==> config.mk <==
export PLATFORM = sky130hd
export DESIGN_NAME = circular_byte_deque
export DESIGN_NICKNAME = d
export VERILOG_FILES = /design/src/hdl/cbd_pkg.sv /design/src/hdl/cbd_ram.sv /design/src/hdl/cbd_ctrl.sv /design/src/hdl/circular_byte_deque.sv
export SDC_FILE = /design/constraint.sdc
export NUM_CORES = 2
export LEC_CHECK = 0
export BUFFER_PORTS_ARGS = -buffer_cell sky130_fd_sc_hd__buf_4
export CORE_MARGIN = 2
export CORE_UTILIZATION = 42
export CTS_CLUSTER_SIZE = 10
export DETAILED_ROUTE_END_ITERATION = 12
export GPL_ROUTABILITY_DRIVEN = 0
export SLEW_MARGIN = 20
export SYNTH_ARGS = -nofsm -noshare
export SYNTH_HDL_FRONTEND = slang
export SYNTH_HIERARCHICAL = 1
export SYNTH_SLANG_ARGS = --single-unit
export TNS_END_PERCENT = 50
==> constraint.sdc <==
create_clock -name clk_i -period 11.22 [get_ports clk_i]
set_clock_uncertainty 0.05 [all_clocks]
set_input_delay 1.683 -clock clk_i [delete_from_list [all_inputs] [get_ports clk_i]]
set_output_delay 1.683 -clock clk_i [all_outputs]
set_load 0.1 [all_outputs]
==> src/hdl/cbd_pkg.sv <==
// ----------------------------------------------------------------------------
// cbd_pkg
// Shared types and constants for the circular byte deque.
// ----------------------------------------------------------------------------
package cbd_pkg;

  localparam int unsigned DEPTH = 128;
  localparam int unsigned IDX_W = $clog2(DEPTH);
  localparam int unsigned BYTE_W = 8;

  typedef logic [IDX_W-1:0] idx_t;

  typedef enum logic [1:0] {
    ACT_PUSH_FRONT = 2'd0,
    ACT_PUSH_REAR  = 2'd1,
    ACT_POP_FRONT  = 2'd2,
    ACT_POP_REAR   = 2'd3
  } action_e;

  typedef enum logic [1:0] {
    ST_DONE  = 2'd0,
    ST_FULL  = 2'd1,
    ST_EMPTY = 2'd2
  } status_e;

  typedef struct packed {
    action_e           action;
    logic [BYTE_W-1:0] data_in;
  } in_t;

  typedef struct packed {
    logic [BYTE_W-1:0] data_out;
    status_e           status;
    logic              now_empty;
    logic              now_full;
  } out_t;

  // per-transaction result of the pointer engine, waiting for read data
  typedef struct packed {
    logic    rd;
    status_e status;
    logic    now_empty;
    logic    now_full;
  } info_t;

  function automatic idx_t wrap_next(idx_t i);
    return (i == idx_t'(DEPTH - 1)) ? '0 : i + 1'b1;
  endfunction

  function automatic idx_t wrap_prev(idx_t i);
    return (i == '0) ? idx_t'(DEPTH - 1) : i - 1'b1;
  endfunction

endpackage

==> src/hdl/cbd_ram.sv <==
// ----------------------------------------------------------------------------
// cbd_ram
// Simple dual-port RAM: one write port, one read port, registered read data.
// ----------------------------------------------------------------------------
module cbd_ram #(
  parameter int unsigned Depth  = 128,
  parameter int unsigned Width  = 8,
  localparam int unsigned AddrW = $clog2(Depth)
) (
  input  logic             clk_i,
  input  logic             we_i,
  input  logic [AddrW-1:0] waddr_i,
  input  logic [Width-1:0] wdata_i,
  input  logic             re_i,
  input  logic [AddrW-1:0] raddr_i,
  output logic [Width-1:0] rdata_o
);

  logic [Width-1:0] mem_q [Depth];
  logic [Width-1:0] rdata_q;

  always_ff @(posedge clk_i) begin
    if (we_i) begin
      mem_q[waddr_i] <= wdata_i;
    end
  end

  // read data holds until the next read
  always_ff @(posedge clk_i) begin
    if (re_i) begin
      rdata_q <= mem_q[raddr_i];
    end
  end

  assign rdata_o = rdata_q;

endmodule

==> src/hdl/cbd_ctrl.sv <==
// ----------------------------------------------------------------------------
// cbd_ctrl
// Head/tail pointer engine: decodes one operation, drives the slot RAM and
// updates the pointers and empty flag.
// ----------------------------------------------------------------------------
module cbd_ctrl
  import cbd_pkg::*;
(
  input  logic              clk_i,
  input  logic              rst_ni,
  input  logic              acc_i,
  input  in_t               req_i,
  output logic              we_o,
  output idx_t              waddr_o,
  output logic [BYTE_W-1:0] wdata_o,
  output logic              re_o,
  output idx_t              raddr_o,
  output info_t             info_o
);

  idx_t head_q, head_d;
  idx_t tail_q, tail_d;
  logic empty_q, empty_d;
  logic full;
  logic pop_ok;
  status_e status;

  assign full = !empty_q && (wrap_next(tail_q) == head_q);

  always_comb begin
    head_d  = head_q;
    tail_d  = tail_q;
    empty_d = empty_q;
    status  = ST_DONE;
    pop_ok  = 1'b0;
    we_o    = 1'b0;
    waddr_o = '0;
    re_o    = 1'b0;
    raddr_o = head_q;
    case (req_i.action)
      ACT_PUSH_FRONT, ACT_PUSH_REAR: begin
        if (full) begin
          status = ST_FULL;
        end else if (empty_q) begin
          // first element always lands in slot zero
          head_d  = '0;
          tail_d  = '0;
          empty_d = 1'b0;
          we_o    = acc_i;
          waddr_o = '0;
        end else if (req_i.action == ACT_PUSH_FRONT) begin
          head_d  = wrap_prev(head_q);
          we_o    = acc_i;
          waddr_o = head_d;
        end else begin
          tail_d  = wrap_next(tail_q);
          we_o    = acc_i;
          waddr_o = tail_d;
        end
      end
      ACT_POP_FRONT, ACT_POP_REAR: begin
        if (empty_q) begin
          status = ST_EMPTY;
        end else begin
          pop_ok  = 1'b1;
          re_o    = acc_i;
          raddr_o = (req_i.action == ACT_POP_FRONT) ? head_q : tail_q;
          if (head_q == tail_q) begin
            empty_d = 1'b1;
            head_d  = '0;
            tail_d  = '0;
          end else if (req_i.action == ACT_POP_FRONT) begin
            head_d = wrap_next(head_q);
          end else begin
            tail_d = wrap_prev(tail_q);
          end
        end
      end
      default: begin
        status = ST_DONE;
      end
    endcase
  end

  assign wdata_o          = req_i.data_in;
  assign info_o.rd        = pop_ok;
  assign info_o.status    = status;
  assign info_o.now_empty = empty_d;
  assign info_o.now_full  = !empty_d && (wrap_next(tail_d) == head_d);

  always_ff @(posedge clk_i or negedge rst_ni) begin
    if (!rst_ni) begin
      head_q  <= '0;
      tail_q  <= '0;
      empty_q <= 1'b1;
    end else if (acc_i) begin
      head_q  <= head_d;
      tail_q  <= tail_d;
      empty_q <= empty_d;
    end
  end

endmodule

==> src/hdl/circular_byte_deque.sv <==
// ----------------------------------------------------------------------------
// circular_byte_deque
// Double-ended byte queue held in a circular slot RAM.
// ----------------------------------------------------------------------------
// Usage:
//   Input channel (in_valid_i/in_ready_o/in_data_i) carries one operation per
//   transaction: push front, push rear, pop front or pop rear, plus a byte.
//   Output channel (out_valid_o/out_ready_i/out_data_o) returns exactly one
//   result per operation: popped byte, status and empty/full flags.
//   Path: on acceptance the pointers update and the slot RAM is read into
//   the pending stage; the result is then registered in the output register,
//   and a stall can hold it in either of the two.
//   Throughput: one operation per cycle while the receiver keeps up; the
//   pointers update on acceptance, so back-to-back operations see the new
//   state, and the RAM read port is used at most once per operation.
//   Reset: the deque is empty and both pointers are at slot zero; no RAM
//   clearing is needed.
//   Stall: when out_ready_i is low the output register and one pending stage
//   hold their contents; in_ready_o drops once both are occupied.
// ----------------------------------------------------------------------------
module circular_byte_deque
  import cbd_pkg::*;
(
  input  logic clk_i,
  input  logic rst_ni,
  input  logic in_valid_i,
  output logic in_ready_o,
  input  in_t  in_data_i,
  output logic out_valid_o,
  input  logic out_ready_i,
  output out_t out_data_o
);

  logic              acc;
  logic              we;
  idx_t              waddr;
  logic [BYTE_W-1:0] wdata;
  logic              re;
  idx_t              raddr;
  logic [BYTE_W-1:0] rdata;
  info_t             info;

  logic  s1_valid_q, s1_valid_d;
  info_t s1_q;
  logic  s1_adv;
  logic  out_valid_q, out_valid_d;
  out_t  out_q, out_d;

  assign s1_adv     = s1_valid_q && (!out_valid_q || out_ready_i);
  assign in_ready_o = !s1_valid_q || s1_adv;
  assign acc        = in_valid_i && in_ready_o;

  cbd_ctrl u_ctrl (
    .clk_i   (clk_i),
    .rst_ni  (rst_ni),
    .acc_i   (acc),
    .req_i   (in_data_i),
    .we_o    (we),
    .waddr_o (waddr),
    .wdata_o (wdata),
    .re_o    (re),
    .raddr_o (raddr),
    .info_o  (info)
  );

  cbd_ram #(
    .Depth (DEPTH),
    .Width (BYTE_W)
  ) u_ram (
    .clk_i   (clk_i),
    .we_i    (we),
    .waddr_i (waddr),
    .wdata_i (wdata),
    .re_i    (re),
    .raddr_i (raddr),
    .rdata_o (rdata)
  );

  always_comb begin
    s1_valid_d         = acc || (s1_valid_q && !s1_adv);
    out_valid_d        = s1_adv || (out_valid_q && !out_ready_i);
    out_d.data_out     = s1_q.rd ? rdata : '0;
    out_d.status       = s1_q.status;
    out_d.now_empty    = s1_q.now_empty;
    out_d.now_full     = s1_q.now_full;
  end

  always_ff @(posedge clk_i or negedge rst_ni) begin
    if (!rst_ni) begin
      s1_valid_q  <= 1'b0;
      out_valid_q <= 1'b0;
    end else begin
      s1_valid_q  <= s1_valid_d;
      out_valid_q <= out_valid_d;
    end
  end

  // payload registers
  always_ff @(posedge clk_i) begin
    if (acc) begin
      s1_q <= info;
    end
    if (s1_adv) begin
      out_q <= out_d;
    end
  end

  assign out_valid_o = out_valid_q;
  assign out_data_o  = out_q;

endmodule
==> impl_metrics.py <==
metrics = {
    "yosys": {
        "synthTopCellsByArea": "edfxtp_1, mux4_2, nor2_1",
        "synth_edf_count": 1049,
        "ys_seq_area_frac": 0.740,
        "ys.flop_type": "edfxtp_1",
        "yosysTopAreaCellShare": 0.730,
        "yosysTopAreaCell": "edfxtp_1",
        "synth_cells": 2049,
        "synthArstFlopShare": 0.0159,
        "ys_ff_latch": 1066,
        "mappedNetlistArea_um2": 43100,
        "syn-num-nets": 2069,
        "syn_area_per_cell_um2": 21.1,
        "netlist-cell-type-count": 76,
        "ys_warn_count": 6,
    },
    "routing": {
        "drc": 0,
        "drt_first_pass_iters": 6,
        "viasPerCell": 5.97,
        "wirelength_um": 102000,
        "first_iter_violations": 2218,
        "drtAntennaViolNets": 0,
        "wl_per_cell_um": 29.0,
        "vias": 21000,
    },
    "critical_path": {
        "cp_max_fo": 104,
        "r2r_end": "u_ram/rdata_o[2]",
        "cp.arrival_ps": 7210,
        "worstRegToRegCells": 12,
        "worst-setup-path-type": "register to register",
        "cp-start-kind": "register",
        "reg2reg_setup_slack_ps": 4400,
        "end_kind": "register",
        "r2r_start": "u_ctrl/empty_q",
        "cp.required_ps": 11610,
    },
    "clock_network": {
        "cts_resized": 0,
        "h-tree-depth": 3,
        "cts_buffers": 120,
        "post_cts_buffers": 0,
        "insertion_delay_ps": 710,
        "root_buffer": "clkbuf_16",
        "cts.sinks": 1066,
        "cts.clk_slew.worst_paths_ps": 60,
        "clockBufferDepth": 3,
        "holdBufCountCts": 0,
        "cts_tree": "done",
    },
    "grt": {
        "antenna_found_initial": 6,
        "grtUsageTotal": 0.193,
        "grt_pass1_vias": 21300,
        "grt_max_degree": 153,
        "grt_remaining_overflow": 0,
        "grt_pass1_wl_um": 150000,
    },
    "floorplanning": {
        "rows": 117,
        "dieWidth_um": 325,
        "dieArea_um2": 105000,
        "coreArea_um2": 102000,
        "start_util": 0.423,
        "io_pins": 28,
        "die-height_um": 325,
    },
    "timing": {
        "slew-limit-headroom": 0.195,
        "drv_slew": 0,
        "fin_crit_ps": 6820,
        "rsz0062_at_grt": "no",
        "min_period_over_period": 0.608,
        "tightest_slew_ps": 1200,
        "tns_ps": 0,
        "finalSetupViolations": 0,
        "hold_viol": 0,
        "max_freq_ghz": 0.147,
    },
    "hold_path": {
        "hold_class": "register to register",
        "holdPathEnd": "out_data_o[1]",
        "hold_depth": 0,
        "min_from": "out_d[1]",
    },
    "job": {
        "drv_cap": 0,
    },
    "layout": {
        "area_growth_pct": 11.8,
        "fillCellCount": 8358,
        "final_cell_mix": "edfxtp_1, mux4_2, nor2_1",
        "nets": 2133,
        "final_common_cell": "edfxtp_1",
        "layout-drive-gt1-share": 0.284,
        "utilization": 0.473,
    },
    "outcome": {
        "status": "finished, final reports clean",
    },
    "power": {
        "irDropWorstVdd_mv": 0.158,
        "p_per_area_nw_per_um2": 224,
        "p_leak_nw": 14.8,
    },
    "placed_design": {
        "port-buffer-count": 27,
        "place_hpwl_um": 61100,
    },
}
==> layout make-up <==
| class | instances | area, µm² | area share |
|---|---|---|---|
| Timing Repair Buffer | 75 | 604 | 0.0125 |
| Sequential cell | 1066 | 31900 | 0.662 |
| Multi-Input combinational cell | 831 | 10600 | 0.220 |
| Antenna cell | 2 | 5.00 | 0.000104 |
| Clock inverter | 15 | 224 | 0.00464 |
| Clock buffer | 141 | 3090 | 0.0641 |
| Tap cell | 1368 | 1710 | 0.0355 |
| Inverter | 19 | 71.3 | 0.00148 |
==> cell usage after synthesis (21+ instances only) <==
master and count:
buf_2 21, nor2_1 153, clkbuf_1 59, o21ai_0 22
nand3_1 27, a21oi_1 37, buf_1 22, nor3_1 23
mux4_2 336, nand2_1 42, buf_4 23, edfxtp_1 1049
==> worst max-delay path by stage <==
| stage | start | endpoint | slack (ps) | cells past startpoint |
|---|---|---|---|---|
| after global routing | u_ctrl/empty_q | u_ram/rdata_o[2] | 4010 | 12 |
| final | u_ctrl/empty_q | u_ram/rdata_o[2] | 4400 | 12 |
| after detailed placement | in_data_i[9] | u_ram/rdata_o[4] | 3840 | 12 |
| after CTS | u_ctrl/empty_q | u_ram/rdata_o[4] | 4380 | 12 |
| after floorplan | in_data_i[9] | u_ram/rdata_o[0] | 5800 | 13 |
| after global placement | in_data_i[9] | u_ram/rdata_o[6] | 3770 | 12 |
==> stage by stage <==
stage	std cells	worst slack [ps]	instance area, µm²	hold slack, ps	power, mW
floorplan	2049	5800	43100	350	6.63
global placement	3359	3770	44900	354	7.47
detailed placement	3359	3840	44900	366	7.50
CTS	3515	4380	48200	367	10.9
global route	3515	4010	48200	371	11.2
finish	3517	4400	48200	362	10.8
==> cells by family (layout without fill, tap and decap cells) <==
group,after synthesis,count (layout),synth area share
AO/OA/AOI/OAI,133,133,0.0220
XOR/XNOR,20,20,0.00423
adder cells (fa/ha/maj),6,6,0.00174
buffers and inverters,152,250,0.0172
flip-flops,1066,1066,0.740
multiplexers,354,354,0.180
other,0,2,0
AND/OR/NAND/NOR,318,318,0.0349
==> critical path: stages (launching register included) <==
cell and delay [ps]:
dfstp_2 830, clkinv_1 470, nand2_1 300, clkinv_1 270, nand2_1 620, nand2_1 200
o21ai_4 120, buf_12 620, buf_12 690, mux4_2 670, mux4_2 520, mux4_2 560
mux2_2 300
==> routing by layer <==
layer,part of all wire,vias up,track usage
met1,0.42,11300,0.275
met5,0.00011,-,0
met4,0.022,2,0.0513
li1,-,8625,-
met2,0.49,871,0.312
met3,0.071,152,0.0322
==> power breakdown <==
group	leakage, nW	switching, mW	internal (mW)	total (mW)
sequential	9.64	0.110	4.45	4.56
clock	1.61	1.46	1.96	3.42
combinational	3.57	1.59	1.26	2.85
==> registers in the layout (all words and copies together) (netlist names) <==
name	flops
out_valid_o	1
u_ram/rdata_o	8
u_ctrl/head_q	7
out_data_o	12
out_d	4
u_ctrl/tail_q	7
u_ctrl/empty_q	1
s1_valid_q	1
s1_q	1
u_ram/mem_q	1024
No activity file was read; power rests on OpenSTA's default activity.
